`src/rtl/core/lpcb_pkg.sv`:
```
package lpcb_pkg;

	localparam int QUEUE_DEPTH = 2;

	localparam int SRC_W       = 3;
	localparam int COLOR_W     = 15;
	localparam int PRIO_W      = 2;
	localparam int MASK_W      = 6;
	localparam int WEIGHT_W    = 5;
	localparam int CHAN_W      = 5;
	localparam int CFG_INDEX_W = 3;
	localparam int CFG_DATA_W  = 15;
	localparam int IN_DATA_W   = 24;
	localparam int OUT_DATA_W  = 16;

	localparam logic [SRC_W-1:0]    BACKDROP_SRC = 3'd5;
	localparam logic [COLOR_W-1:0]  WHITE_COLOR  = 15'h7FFF;
	localparam logic [WEIGHT_W-1:0] WEIGHT_MAX   = 5'd16;
	localparam logic [CHAN_W-1:0]   CHAN_MAX     = 5'd31;

	typedef enum logic [1:0] {
		FX_NONE,
		FX_ALPHA,
		FX_BRIGHT_UP,
		FX_BRIGHT_DOWN
	} fx_mode_t;

	typedef enum logic [CFG_INDEX_W-1:0] {
		REG_BACKDROP,
		REG_FORCE_BLANK,
		REG_EFFECT_MODE,
		REG_FIRST_MASK,
		REG_SECOND_MASK,
		REG_ALPHA_A,
		REG_ALPHA_B,
		REG_BRIGHT
	} reg_index_t;

	typedef struct packed {
		logic               valid;
		logic [SRC_W-1:0]   src;
		logic [COLOR_W-1:0] color;
		logic [PRIO_W-1:0]  prio;
		logic               transp;
		logic               semi;
	} cand_t;

	typedef struct packed {
		logic               top_ok;
		logic [SRC_W-1:0]   top_src;
		logic [COLOR_W-1:0] top_color;
		logic               top_semi;
		logic               sec_ok;
		logic [SRC_W-1:0]   sec_src;
		logic [COLOR_W-1:0] sec_color;
		logic               win_fx;
	} dot_rec_t;

	typedef struct packed {
		logic [COLOR_W-1:0]  backdrop_color;
		logic                force_blank;
		fx_mode_t            effect_mode;
		logic [MASK_W-1:0]   first_mask;
		logic [MASK_W-1:0]   second_mask;
		logic [WEIGHT_W-1:0] alpha_a;
		logic [WEIGHT_W-1:0] alpha_b;
		logic [WEIGHT_W-1:0] bright;
	} cfg_t;

endpackage

```
`src/rtl/core/layer_priority_color_blender_core.sv`:
```
// Layer compositor for one screen dot at a time. Candidate layer pixels stream in one word per
// cycle while the queue has room, the dot closing on the word with tlast; the front keeps the two
// best candidates and on tlast hands the dot to a short queue, from which the back applies the
// backdrop, alpha blend or brightness effect and presents one BGR555 word. Throughput is one input
// word per clock while the queue is not full. The queue takes a dot on the edge that takes its
// tlast word, and the output register takes its colour from the queue once the output is free.
// The queue depth (QUEUE_DEPTH dots) sets how long the output may stall before s_axis_tready
// drops. Configuration writes are taken every cycle and belong between dots.
module layer_priority_color_blender_core #(
	parameter int QUEUE_DEPTH = lpcb_pkg::QUEUE_DEPTH
) (
	input  logic                                clk,
	input  logic                                arst_n,
	input  logic                                s_axis_tvalid,
	output logic                                s_axis_tready,
	// layer_source[2:0], pixel_color[17:3], priority_req[19:18], is_transparent[20],
	// is_semi_transparent[21], effects_enabled[22], zero[23]
	input  logic [lpcb_pkg::IN_DATA_W-1:0]      s_axis_tdata,
	// present[0]
	input  logic [0:0]                          s_axis_tuser,
	input  logic                                s_axis_tlast,
	output logic                                m_axis_tvalid,
	input  logic                                m_axis_tready,
	// out_color[14:0], zero[15]
	output logic [lpcb_pkg::OUT_DATA_W-1:0]     m_axis_tdata,
	input  logic                                cfg_valid,
	output logic                                cfg_ready,
	input  logic [lpcb_pkg::CFG_INDEX_W-1:0]    cfg_index,
	input  logic [lpcb_pkg::CFG_DATA_W-1:0]     cfg_data
);

	lpcb_pkg::cfg_t               cfg_q;
	lpcb_pkg::cand_t              cand;
	lpcb_pkg::dot_rec_t           push_rec, head_rec;
	logic                         push, pop, q_full, q_not_empty;
	logic [lpcb_pkg::COLOR_W-1:0] out_color;

	assign cfg_ready = 1'b1;

	always_ff @(posedge clk or negedge arst_n) begin
		if (!arst_n) begin
			cfg_q <= '0;
		end else if (cfg_valid && cfg_ready) begin
			case (cfg_index)
				lpcb_pkg::REG_BACKDROP:    cfg_q.backdrop_color <= cfg_data;
				lpcb_pkg::REG_FORCE_BLANK: cfg_q.force_blank    <= cfg_data[0];
				lpcb_pkg::REG_EFFECT_MODE: cfg_q.effect_mode    <= lpcb_pkg::fx_mode_t'(cfg_data[1:0]);
				lpcb_pkg::REG_FIRST_MASK:  cfg_q.first_mask     <= cfg_data[5:0];
				lpcb_pkg::REG_SECOND_MASK: cfg_q.second_mask    <= cfg_data[5:0];
				lpcb_pkg::REG_ALPHA_A:     cfg_q.alpha_a        <= cfg_data[4:0];
				lpcb_pkg::REG_ALPHA_B:     cfg_q.alpha_b        <= cfg_data[4:0];
				lpcb_pkg::REG_BRIGHT:      cfg_q.bright         <= cfg_data[4:0];
				default: begin
				end
			endcase
		end
	end

	always_comb begin
		cand.valid  = 1'b1;
		cand.src    = s_axis_tdata[2:0];
		cand.color  = s_axis_tdata[17:3];
		cand.prio   = s_axis_tdata[19:18];
		cand.transp = s_axis_tdata[20];
		cand.semi   = s_axis_tdata[21];
	end

	lpcb_front u_front (
		.clk             (clk),
		.arst_n          (arst_n),
		.in_valid        (s_axis_tvalid),
		.in_ready        (s_axis_tready),
		.present         (s_axis_tuser[0]),
		.cand            (cand),
		.last_of_dot     (s_axis_tlast),
		.effects_enabled (s_axis_tdata[22]),
		.q_full          (q_full),
		.push            (push),
		.push_rec        (push_rec)
	);

	lpcb_queue #(
		.DEPTH (QUEUE_DEPTH)
	) u_queue (
		.clk       (clk),
		.arst_n    (arst_n),
		.push      (push),
		.wdata     (push_rec),
		.full      (q_full),
		.pop       (pop),
		.not_empty (q_not_empty),
		.rdata     (head_rec)
	);

	lpcb_back u_back (
		.clk       (clk),
		.arst_n    (arst_n),
		.cfg       (cfg_q),
		.rec_valid (q_not_empty),
		.rec       (head_rec),
		.pop       (pop),
		.out_valid (m_axis_tvalid),
		.out_ready (m_axis_tready),
		.out_color (out_color)
	);

	assign m_axis_tdata = {1'b0, out_color};

endmodule

```
`src/rtl/core/lpcb_front.sv`:
```
module lpcb_front (
	input  logic             clk,
	input  logic             arst_n,
	input  logic             in_valid,
	output logic             in_ready,
	input  logic             present,
	input  lpcb_pkg::cand_t  cand,
	input  logic             last_of_dot,
	input  logic             effects_enabled,
	input  logic             q_full,
	output logic             push,
	output lpcb_pkg::dot_rec_t push_rec
);

	lpcb_pkg::cand_t best_q, second_q;
	lpcb_pkg::cand_t best_nxt, second_nxt;
	logic            accept;

	function automatic logic ranks_before(input lpcb_pkg::cand_t a, input lpcb_pkg::cand_t b);
		return {a.transp, a.prio, a.src} < {b.transp, b.prio, b.src};
	endfunction

	assign in_ready = !q_full;
	assign accept   = in_valid && in_ready;
	assign push     = accept && last_of_dot;

	always_comb begin
		best_nxt   = best_q;
		second_nxt = second_q;
		if (present) begin
			if (!best_q.valid || ranks_before(cand, best_q)) begin
				best_nxt   = cand;
				second_nxt = best_q;
			end else if (!second_q.valid || ranks_before(cand, second_q)) begin
				second_nxt = cand;
			end
		end
	end

	always_comb begin
		push_rec.top_ok    = best_nxt.valid && !best_nxt.transp;
		push_rec.top_src   = best_nxt.src;
		push_rec.top_color = best_nxt.color;
		push_rec.top_semi  = best_nxt.semi;
		push_rec.sec_ok    = push_rec.top_ok && second_nxt.valid && !second_nxt.transp;
		push_rec.sec_src   = second_nxt.src;
		push_rec.sec_color = second_nxt.color;
		push_rec.win_fx    = effects_enabled;
	end

	always_ff @(posedge clk or negedge arst_n) begin
		if (!arst_n) begin
			best_q   <= '0;
			second_q <= '0;
		end else if (accept) begin
			if (last_of_dot) begin
				best_q   <= '0;
				second_q <= '0;
			end else begin
				best_q   <= best_nxt;
				second_q <= second_nxt;
			end
		end
	end

endmodule

```
`src/rtl/core/lpcb_queue.sv`:
```
module lpcb_queue #(
	parameter int DEPTH = lpcb_pkg::QUEUE_DEPTH
) (
	input  logic               clk,
	input  logic               arst_n,
	input  logic               push,
	input  lpcb_pkg::dot_rec_t wdata,
	output logic               full,
	input  logic               pop,
	output logic               not_empty,
	output lpcb_pkg::dot_rec_t rdata
);

	localparam int PTR_W = (DEPTH > 1) ? $clog2(DEPTH) : 1;
	localparam int CNT_W = $clog2(DEPTH + 1);

	lpcb_pkg::dot_rec_t mem_q [DEPTH];
	logic [PTR_W-1:0]   wr_ptr_q, rd_ptr_q;
	logic [CNT_W-1:0]   count_q;
	logic               do_push, do_pop;

	assign full      = (count_q == CNT_W'(DEPTH));
	assign not_empty = (count_q != '0);
	assign rdata     = mem_q[rd_ptr_q];
	assign do_push   = push && !full;
	assign do_pop    = pop && not_empty;

	always_ff @(posedge clk) begin
		if (do_push) begin
			mem_q[wr_ptr_q] <= wdata;
		end
	end

	always_ff @(posedge clk or negedge arst_n) begin
		if (!arst_n) begin
			wr_ptr_q <= '0;
			rd_ptr_q <= '0;
			count_q  <= '0;
		end else begin
			if (do_push) begin
				wr_ptr_q <= (wr_ptr_q == PTR_W'(DEPTH - 1)) ? '0 : wr_ptr_q + PTR_W'(1);
			end
			if (do_pop) begin
				rd_ptr_q <= (rd_ptr_q == PTR_W'(DEPTH - 1)) ? '0 : rd_ptr_q + PTR_W'(1);
			end
			if (do_push && !do_pop) begin
				count_q <= count_q + CNT_W'(1);
			end else if (do_pop && !do_push) begin
				count_q <= count_q - CNT_W'(1);
			end
		end
	end

endmodule

```
`src/rtl/core/lpcb_back.sv`:
```
module lpcb_back (
	input  logic                          clk,
	input  logic                          arst_n,
	input  lpcb_pkg::cfg_t                cfg,
	input  logic                          rec_valid,
	input  lpcb_pkg::dot_rec_t            rec,
	output logic                          pop,
	output logic                          out_valid,
	input  logic                          out_ready,
	output logic [lpcb_pkg::COLOR_W-1:0]  out_color
);

	localparam int CW = lpcb_pkg::CHAN_W;
	localparam int WW = lpcb_pkg::WEIGHT_W;

	logic                         out_valid_q;
	logic [lpcb_pkg::COLOR_W-1:0] out_color_q;

	logic [lpcb_pkg::SRC_W-1:0]   a_src;
	logic [lpcb_pkg::COLOR_W-1:0] a_color;
	logic                         a_semi;
	lpcb_pkg::fx_mode_t           mode;
	logic [WW-1:0]                ea, eb, ey;
	logic [lpcb_pkg::COLOR_W-1:0] blend_color, up_color, down_color, color;

	function automatic logic [WW-1:0] clamp16(input logic [WW-1:0] v);
		return (v > lpcb_pkg::WEIGHT_MAX) ? lpcb_pkg::WEIGHT_MAX : v;
	endfunction

	function automatic logic mask_bit(input logic [lpcb_pkg::MASK_W-1:0] mask,
			input logic [lpcb_pkg::SRC_W-1:0] src);
		logic [7:0] m;
		m = {2'b00, mask};
		return m[src];
	endfunction

	function automatic logic [CW-1:0] blend_chan(input logic [WW-1:0] wa,
			input logic [WW-1:0] wb, input logic [CW-1:0] ca, input logic [CW-1:0] cb);
		logic [9:0] s;
		s = ({5'b0, wa} * {5'b0, ca}) + ({5'b0, wb} * {5'b0, cb});
		return (s[9:4] > {1'b0, lpcb_pkg::CHAN_MAX}) ? lpcb_pkg::CHAN_MAX : s[8:4];
	endfunction

	function automatic logic [CW-1:0] up_chan(input logic [WW-1:0] w, input logic [CW-1:0] c);
		logic [9:0] s;
		s = {1'b0, c, 4'b0} + ({5'b0, lpcb_pkg::CHAN_MAX - c} * {5'b0, w});
		return s[8:4];
	endfunction

	function automatic logic [CW-1:0] down_chan(input logic [WW-1:0] w, input logic [CW-1:0] c);
		logic [9:0] s;
		s = {1'b0, c, 4'b0} - ({5'b0, c} * {5'b0, w});
		return s[8:4];
	endfunction

	assign pop       = rec_valid && (!out_valid_q || out_ready);
	assign out_valid = out_valid_q;
	assign out_color = out_color_q;

	assign ea = clamp16(cfg.alpha_a);
	assign eb = clamp16(cfg.alpha_b);
	assign ey = clamp16(cfg.bright);

	always_comb begin
		a_src   = rec.top_ok ? rec.top_src : lpcb_pkg::BACKDROP_SRC;
		a_color = rec.top_ok ? rec.top_color : cfg.backdrop_color;
		a_semi  = rec.top_ok && rec.top_semi;
		if (a_semi && rec.sec_ok) begin
			mode = lpcb_pkg::FX_ALPHA;
		end else if (!rec.win_fx) begin
			mode = lpcb_pkg::FX_NONE;
		end else begin
			mode = cfg.effect_mode;
		end
	end

	always_comb begin
		for (int k = 0; k < 3; k++) begin
			blend_color[k*CW +: CW] = blend_chan(ea, eb, a_color[k*CW +: CW],
				rec.sec_color[k*CW +: CW]);
			up_color[k*CW +: CW]    = up_chan(ey, a_color[k*CW +: CW]);
			down_color[k*CW +: CW]  = down_chan(ey, a_color[k*CW +: CW]);
		end
	end

	always_comb begin
		color = a_color;
		case (mode)
			lpcb_pkg::FX_ALPHA: begin
				if (rec.sec_ok && (mask_bit(cfg.first_mask, a_src) || a_semi) &&
						mask_bit(cfg.second_mask, rec.sec_src)) begin
					color = blend_color;
				end
			end
			lpcb_pkg::FX_BRIGHT_UP: begin
				if (mask_bit(cfg.first_mask, a_src)) begin
					color = up_color;
				end
			end
			lpcb_pkg::FX_BRIGHT_DOWN: begin
				if (mask_bit(cfg.first_mask, a_src)) begin
					color = down_color;
				end
			end
			default: begin
				color = a_color;
			end
		endcase
		if (cfg.force_blank) begin
			color = lpcb_pkg::WHITE_COLOR;
		end
	end

	always_ff @(posedge clk or negedge arst_n) begin
		if (!arst_n) begin
			out_valid_q <= 1'b0;
		end else if (pop) begin
			out_valid_q <= 1'b1;
		end else if (out_ready) begin
			out_valid_q <= 1'b0;
		end
	end

	always_ff @(posedge clk) begin
		if (pop) begin
			out_color_q <= color;
		end
	end

endmodule

```
`config.mk`:
```
export PLATFORM = sky130hd
export DESIGN_NAME = layer_priority_color_blender_core
export DESIGN_NICKNAME = d
export VERILOG_FILES = /design/src/rtl/core/lpcb_pkg.sv /design/src/rtl/core/layer_priority_color_blender_core.sv /design/src/rtl/core/lpcb_front.sv /design/src/rtl/core/lpcb_queue.sv /design/src/rtl/core/lpcb_back.sv
export SDC_FILE = /design/constraint.sdc
export NUM_CORES = 1
export LEC_CHECK = 0
export BUFFER_PORTS_ARGS = -buffer_cell sky130_fd_sc_hd__clkbuf_2
export CORE_MARGIN = 1.5
export CORE_UTILIZATION = 31
export CTS_CLUSTER_DIAMETER = 200
export CTS_CLUSTER_SIZE = 14
export DETAILED_ROUTE_END_ITERATION = 8
export PLACE_DENSITY = 0.56
export REMOVE_ABC_BUFFERS = 1
export SYNTH_ARGS = -nofsm -noshare
export SYNTH_HDL_FRONTEND = slang
export SYNTH_SLANG_ARGS = --single-unit
```
`constraint.sdc`:
```
create_clock -name clk -period 9 [get_ports clk]
set_input_delay 1.35 -clock clk [delete_from_list [all_inputs] [get_ports clk]]
set_output_delay 1.35 -clock clk [all_outputs]
set_load 0.01 [all_outputs]
```
# Word-level counts from Yosys, hierarchy flattened
# Memories as Yosys holds them, arrays and structs flattened.
# Index checks and enable logic that the tools add are counted.
# W data, S select, Z words.
dict set report word_totals {
  regBits 110
  ramBits 80
  mem_count 1
}
# memory depth width rd rd_clocked_by_memory_dff wr line
set mem_list {}
lappend mem_list {u_queue.mem_q 2 40 1 0 1 lpcb_queue.sv:17} ;# lpcb_pkg::dot_rec_t mem_q [DEPTH];
dict set report classes {
  n_addsub 16
  mul 12
  n_lt_le_gt_ge 10
  n_eq_ne 11
  mux 33
  n_reduce_logical 43
}
# operator n
set ops {}
lappend ops {{$mux W23} 7}
lappend ops {{$mul A5 B5 Y10} 6}
lappend ops {{$mux W15} 4}
lappend ops {{$mul A5 B5 Y9} 6}
lappend ops {{$pmux W15 S3} 1}
lappend ops {{$add A10 B10 Y10} 3}
lappend ops {{$mux W5} 6}
lappend ops {{$add A9 B9 Y9} 3}
lappend ops {{$sub A9 B9 Y9} 3}
lappend ops {{$gt A6 B5 Y1 const B} 3}
lappend ops {{$reduce_and A2 Y1} 8}
lappend ops {{$gt A5 B5 Y1 const B} 3}
lappend ops {{$sub A5 B5 Y5 const A} 3}
lappend ops {{$logic_and A1 B1 Y1} 14}
lappend ops {{$eq A3 B3 Y1 const B} 4}
lappend ops {{$lt A6 B6 Y1} 2}
lappend ops {{$reduce_bool A2 Y1} 5}
lappend ops {{$logic_not A1 Y1} 8}
lappend ops {{$lt A3 B4 Y1 const B} 2}
lappend ops {{$mux W1} 8}
lappend ops {{$mux W2} 4}
lappend ops {{$bmux W1 S3} 2}
lappend ops {{$eq A2 B2 Y1 const B} 3}
lappend ops {{$eq A3 B2 Y1 const B} 2}
lappend ops {{10 further kinds} 15}

# Depth between registers and ports, before layout
# Gate-level depths: netlist of run 1.
dict set report logic_depth {
  depth_word 9
  depth_mapped 30
  ltp_nobuf 24
}

# Hierarchy
# Synthesis of run 1 repeated with hierarchy kept, for this count alone.
dict set report unflattened {
  cells_unflattened 1835
  hier_area_um2 18731.7
}
# module n_inst cells_each area_per_inst_um2
set by_module_without_submodules {}
lappend by_module_without_submodules {lpcb_back 1 1271 10691.5}
lappend by_module_without_submodules {lpcb_queue 1 144 3290.7}
lappend by_module_without_submodules {lpcb_front 1 314 2935.3}
lappend by_module_without_submodules {layer_priority_color_blender_core 1 106 1814.2}

# Worst setup path before layout of run 1
# OpenSTA, ideal clock, no wires.
dict set report synth_path {
  path_type {reg-to-reg}
  start {register u_queue.rd_ptr_q}
  end {register u_back.out_color_q, in the netlist u_back.out_color[1], data pin}
  setup_time_ps 272
  t_arrival_ps 7378
  path_slack_ps 1350
  path_stages_with_launch 27
  n_path_buf 7
  synth_period_minus_slack_ps 7650
  path_cell_list {dfrtp_1 -> buf_2 -> buf_2 -> buf_6 -> buf_2 -> clkbuf_1 -> clkbuf_1 -> buf_2 -> mux2i_1 -> or2_2 -> fa_1 -> fa_1 -> inv_1 -> fa_1 -> fa_1 -> inv_1 -> fa_1 -> inv_1 -> ha_1 -> inv_1 -> nor4_1 -> a21o_1 -> a41o_1 -> or4_1 -> a31oi_1 -> a221oi_1 -> or4_1}
}
dict set report synth_between {
  elab_chain_len 9
  elab_cells_between_ends 31
}
# item line
set synth_lines {}
lappend synth_lines {{start, declared} lpcb_queue.sv:18} ;# logic [PTR_W-1:0] wr_ptr_q, rd_ptr_q;
lappend synth_lines {{start signal, assigned} lpcb_queue.sv:44} ;# rd_ptr_q <= (rd_ptr_q == PTR_W'(DEPTH - 1)) ? '0 : rd_ptr_q + PTR_W'(1);
lappend synth_lines {{$mem_v2 Z2 W40 *} -}
lappend synth_lines {{branches (longest 7 deep; another with $mul A5 B5 Y10)} -}
lappend synth_lines {{$pmux W15 S3 *} lpcb_back.sv:88} ;# case (mode)
lappend synth_lines {{end signal, assigned} lpcb_back.sv:126} ;# out_color_q <= color;
lappend synth_lines {{end, declared} lpcb_back.sv:17} ;# logic [lpcb_pkg::COLOR_W-1:0] out_color_q;
# Every way passes the cells marked *. The select of a mux whose other input is x is not followed.
# A chain may end at the register's enable or synchronous reset.

# Worst setup path after layout of run 1
# Same ends and word-level chain as after synthesis.

==> flow_summary_export.csv, run 1 <==
group,metric,value,unit
status,status,"finished clean",
cts,post-cts-setup-buffers,0,
floorplan,io_pins,68,
synth,ys_ff_latch,190,
synth,synth.distinct_cells,73,
finish,fillCellCount,5890,
floorplan,dieHeight,245,µm
route,postRouteAntennaNets,0,
global_routing,track_usage,16.5,%
synth,synthAdderAreaFrac,30.0,%
synth,ys_warn_count,0,
floorplan,chipWidth,245,µm
placement,io_buffers,64,
route,drt-initial-drc-count,699,
synth,yosys.area.top_type_share,17.9,%
sta,fin_setup_tns,0,ns
setup_path,cp_data_required_time,9.23,ns
synth,yosys.area.top_type,"fa_1",
floorplan,rows,88,
floorplan,die_area,60100,µm²
cts,clk_path_buf_depth,2,
synth,synth.area.mux_share,8.07,%
finish,nNetsFinal,2219,
floorplan,core_region_area,57800,µm²
sta,fmax,0.130,GHz
synth,synth_edf_count,95,
sta,period_needed,7.69,ns
synth,synthTopCellsByArea,"fa_1, edfxtp_1, dfrtp_1, ha_1, mux2_2",
placement,gp_congestion,0.857,
setup_path,cp.arrival,7.92,ns
synth,yosysSeqAreaShare,28.8,%
route,totalWireLength,47.3,mm
min_path,hp-class,"flop to flop",
route,vias_per_cell,4.99,
synth,synth-xor-area-share,3.45,%
min_path,whs_path_depth,1,
cts,insertion_delay,0.49,ns
finish,diodes,0,
cts,post_cts_resize_count,0,
setup_path,criticalPathCategory,"flop to flop",
finish,fin_cells,2610,
synth,syn-cell-area,18200,µm²
finish,layout_commonest_cell,"inv_1",
synth,synth_top_family_by_area,"adder cells",
sta,worst_pin_slew,1.19,ns
synth,async_reset_ff_share,50.0,%
global_routing,antenna_found_initial,0,
cts,cts_root_buffer,"clkbuf_16",
global_routing,grt_max_degree,68,
setup_path,crit_path_max_fanout,36,
job,drv_cap,0,
global_routing,grt_pass1_vias,13700,
route,via_count,13000,
sta,maxSlewHeadroom,20.5,%
cts,path_clk_slew,0.08,ns
route,wire_per_inst,18.1,µm
sta,finClkSkew,0.0151,ns
synth,ys.flop_type,"edfxtp_1",
synth,synth_compound_area_share,10.7,%
finish,final_cell_mix,"inv_1, ha_1, nor2_1, fa_1, nand2_1",
finish,areaGrowthSynthToFinish,10.4,%
placement,hpwl,35.8,mm
finish,fin_util,34.7,%
global_routing,grt_pass1_wl,76.6,mm
setup_path,cp-start-kind,"flop",
cts,cts-htree-levels,4,
sta,setup_viol_count_final,0,
placement,placedCellCount,2578,
cts,cts_buffers,17,
cts,clock-sinks,190,
synth,synth-simple-area-share,12.1,%
sta,fin_crit_sh,85.5,%
setup_path,critPathCaptureType,"flop",
cts,cts_tree,"built",
route,dr.pass1.iters,5,
finish,layout-drive-gt1-share,13.6,%
global_routing,grt_overflow_total,0,
route,drc,0,
setup_path,rr_worst_depth,20,
floorplan,initial_utilization,31.4,%
synth,syn_area_per_cell,10.2,µm²
sta,finalHoldViolCount,0,
synth,synthCells,1785,
cts,cts.hold.buffers_added,0,
sta,rsz0062_at_grt,"no",
sta,slew_violations,0,
sequential cells by signal (all words and copies together), names as in the netlist:
| register | flops |
|---|---|
| u_queue.rd_ptr_q | 1 |
| u_queue.wr_ptr_q | 1 |
| u_front.second_q | 22 |
| u_queue.count_q | 2 |
| u_front.best_q | 23 |
| u_back.out_color | 15 |
| u_back.out_valid | 1 |
| cfg_q | 45 |
| u_queue.mem_q | 80 |
synth_stat cells, types with 9 or more instances:
master	instances
nor2b_1	23
xor2_1	26
o211ai_1	10
xnor2_1	43
nor3_1	17
inv_1	237
or2_2	13
a21oi_1	44
fa_1	162
and2_1	27
nand2_1	136
mux2_2	84
a221oi_1	14
ha_1	176
nand3_1	14
a22o_1	79
o21ai_0	22
a21o_1	18
nand2b_1	25
nor2_1	163
mux2i_1	52
edfxtp_1	95
clkbuf_1	57
buf_2	9
dfrtp_1	95
stage by stage:
stage | setup slack (ns) | hold slack [ns] | instance area (µm²)
after floorplan | 1.43 | 0.461 | 17800
after global placement | 1.43 | 0.483 | 19400
after detailed placement | 1.31 | 0.492 | 19400
after CTS | 1.30 | 0.513 | 20100
after global routing | 0.954 | 0.523 | 20100
final | 1.31 | 0.507 | 20100
cell type report:
cell class,count,area [µm²],share of cell area (%)
clock inverters,15,183,0.911
clock buffers,17,425,2.12
well taps,765,957,4.77
inverters,243,912,4.55
repair buffers,108,653,3.26
multi-input cells,1272,11700,58.3
flip-flops and latches,190,5230,26.1
kinds of logic after synthesis:
kind of cell / count (synthesis)
other cells: 2
mux: 136
flops: 190
simple gates: 467
fa+ha+maj: 338
buf+inv: 323
compound gates: 259
xor+xnor: 70
critical path, stage by stage (launching register included):
cell and delay (ns):
dfrtp_2 0.90, buf_4 0.47, o21a_1 0.56, nand2_1 0.19, fa_1 0.59, inv_1 0.06
fa_1 0.50, inv_1 0.05, fa_1 0.46, fa_1 0.54, inv_1 0.05, fa_1 0.48
ha_1 0.33, a21oi_1 0.18, o21bai_1 0.08, a21o_1 0.19, a41o_1 0.28, or4_1 0.47
a31oi_1 0.33, a221oi_1 0.16, or4_1 0.53
per-layer routing:
metal	global-route usage [%]	wire, µm	share of wire, %	vias up
li1	-	-	-	6136
met1	21.4	21600	46	6572
met2	28.0	23000	49	245
met3	2.29	1480	3.1	58
met4	5.65	1220	2.6	0
met5	0	0	0	-
final timing paths:
path	startpoint	end	slack (ns)
worst max-delay path	u_queue.rd_ptr_q	u_back.out_color[1]	1.31
worst min-delay path	u_front.best_q[2]	u_front.best_q[2]	0.51
worst max register to register	u_queue.rd_ptr_q	u_back.out_color[1]	1.31
worst min register to register	u_front.best_q[2]	u_front.best_q[2]	0.51
max in group asynchronous	arst_n	u_queue.rd_ptr_q	6.88
min in group asynchronous	arst_n	cfg_q[42]	0.80
Power of run 1 is not shown: default switching activity piles up to over one toggle a cycle in this logic, so the estimate is an artifact.
==> run 2: changes to the inputs <==
Clock period 9 ns to 7.19 ns, I/O delays scaled along.
==> run 2 against run 1 <==
Compared with the run above: global-route usage decreased by 0.23 points; flip-flop and latch count is the same; via count shrank 0.63%; worst hold slack lost 0.0074 ns; routed wire length shrank 1.5%; non-clock buffer count up 33; setup slack got worse by 0.94 ns; clock skew increased by 0.0023 ns; fmax increased by 13%; critical endpoint is now u_back.out_color[5]; final cell count rose by 1.3%; register-to-register slack got worse by 0.94 ns.
==> flow_summary_export.csv, run 2 (synthesis results as in run 1) <==
group,metric,value,unit
status,status,"finished clean",
sta,worst_pin_slew,1.12,ns
finish,fin_cells,2643,
global_routing,grt_pass1_wl,76.0,mm
sta,fin_crit_sh,94.9,%
sta,finClkSkew,0.0174,ns
sta,rsz0062_at_grt,"no",
global_routing,grt_overflow_total,0,
floorplan,initial_utilization,31.4,%
finish,layout-drive-gt1-share,15.1,%
finish,nNetsFinal,2252,
sta,setup_viol_count_final,0,
route,via_count,12900,
sta,timing.hold.ws,0.499,ns
setup_path,crit_family,"adder cells",
finish,diodes,0,
sta,fin_setup_tns,0,ns
global_routing,antenna_found_initial,0,
placement,gp_congestion,0.870,
global_routing,grt_pass1_vias,13900,
setup_path,critPathCaptureType,"flop",
cts,clock-sinks,190,
sta,period_needed,6.83,ns
cts,cts_tree,"built",
placement,hpwl,36.3,mm
setup_path,critPathMostFrequentCell,"fa_1",
cts,insertion_delay,0.49,ns
placement,io_buffers,64,
sta,finalHoldViolCount,0,
setup_path,crit_buf_inv,5,
finish,final_cell_mix,"inv_1, ha_1, nor2_1, fa_1, nand2_1",
route,drc,0,
setup_path,crit_chain,"mux2_2 -> o21ai_1 -> inv_1 -> buf_4 -> nand2_1 -> fa_1 -> inv_1 -> fa_1 -> fa_1 -> fa_1 -> inv_1 -> fa_1 -> inv_1 -> ha_1 -> or4b_1 -> o21ai_1 -> a41o_1 -> or4_1 -> a31oi_2 -> a221oi_1 -> or4_1",
placement,placedCellCount,2611,
route,postRouteAntennaNets,0,
setup_path,crit_path_max_fanout,11,
finish,largest_register_ffs,80,
cts,cts-htree-levels,4,
route,dr.pass1.iters,5,
finish,layout_commonest_cell,"inv_1",
floorplan,dieHeight,245,µm
global_routing,grt_max_degree,71,
setup_path,cp.arrival,7.02,ns
floorplan,io_pins,68,
route,drt-initial-drc-count,665,
finish,regMostFlops,"u_queue.mem_q",
sta,maxSlewHeadroom,24.5,%
min_path,hp-class,"primary input to asynchronous set/reset pin",
finish,seqCellArea,5230,µm²
setup_path,slowest_stage,"edfxtp_1",
floorplan,rows,88,
setup_path,criticalPathCategory,"flop to flop",
route,wire_per_inst,17.6,µm
route,vias_per_cell,4.89,
global_routing,track_usage,16.3,%
cts,cts.hold.buffers_added,0,
finish,top_regs,"u_queue.mem_q (80), cfg_q (45), u_front.best_q (23)",
route,totalWireLength,46.6,mm
sta,slew_violations,0,
floorplan,chipWidth,245,µm
finish,multi_input_area,11700,µm²
sta,fmax,0.147,GHz
cts,clk_path_buf_depth,2,
job,drv_cap,0,
floorplan,die_area,60100,µm²
finish,areaGrowthSynthToFinish,11.9,%
floorplan,core_region_area,57800,µm²
cts,path_clk_slew,0.08,ns
setup_path,cp_data_required_time,7.39,ns
finish,fillCellCount,5875,
setup_path,max_stage_delay,0.62,ns
cts,cts_buffers,17,
cts,cts_root_buffer,"clkbuf_16",
setup_path,cp-start-kind,"flop",
-- run 2: what timing repair did --
| item | CTS | global route |
|---|---|---|
| resized for setup | 0 | 2 |
| endpoints found under the hold margin | 0 | 0 |
| setup buffers | 0 | 0 |
| endpoints found under the setup margin | 0 | 2 |
-- run 2: worst register-to-register path, cell delays in order, from the launching register on --
cell and delay, ns:
edfxtp_1 0.62, mux2_2 0.39, o21ai_1 0.28, inv_1 0.10, buf_4 0.20, nand2_1 0.10, fa_1 0.41, inv_1 0.08
fa_1 0.44, fa_1 0.51, fa_1 0.49, inv_1 0.05, fa_1 0.47, inv_1 0.04, ha_1 0.30, or4b_1 0.18
o21ai_1 0.11, a41o_1 0.30, or4_1 0.49, a31oi_2 0.25, a221oi_1 0.14, or4_1 0.60
-- run 2: cell type report --
type                    instances  share of cell area [%]
clock buffers                  17                    2.09
clock inverters                15                   0.930
inverters                     243                    4.49
multi-input cells            1272                    57.6
flip-flops and latches        190                    25.8
well taps                     765                    4.71
repair buffers                141                    4.43
-- run 2: final timing paths --
path	startpoint	to	slack, ns	depth (start not counted)
max	u_queue.mem_q[0][39]	u_back.out_color[5]	0.36	21
min	arst_n	u_front.second_q[15]	0.50	1
max reg2reg	u_queue.mem_q[0][39]	u_back.out_color[5]	0.36	21
min reg2reg	u_back.out_valid	u_back.out_valid	0.51	2
max in group asynchronous	arst_n	u_queue.rd_ptr_q	5.35	2
min in group clk	u_back.out_valid	u_back.out_valid	0.51	2
-- run 2: layer usage --
| layer | vias up | part of all wire, % | global-route usage, % |
|---|---|---|---|
| met5 | - | 0 | 0 |
| met4 | 0 | 2.6 | 5.88 |
| met3 | 50 | 3.8 | 2.53 |
| met2 | 231 | 48 | 27.1 |
| met1 | 6440 | 46 | 21.3 |
| li1 | 6208 | - | - |
-- run 2: metrics by stage --
step / util [%] / cell area [µm²] / setup WS (ns)
after global routing: 35.1 / 20300 / 0.0340
final: 35.1 / 20300 / 0.365
after global placement: 34.1 / 19700 / 0.324
after detailed placement: 34.1 / 19700 / 0.278
after floorplan: - / 17800 / -0.385
after CTS: 35.1 / 20300 / 0.239
Power of run 2 is left out for the same reason.
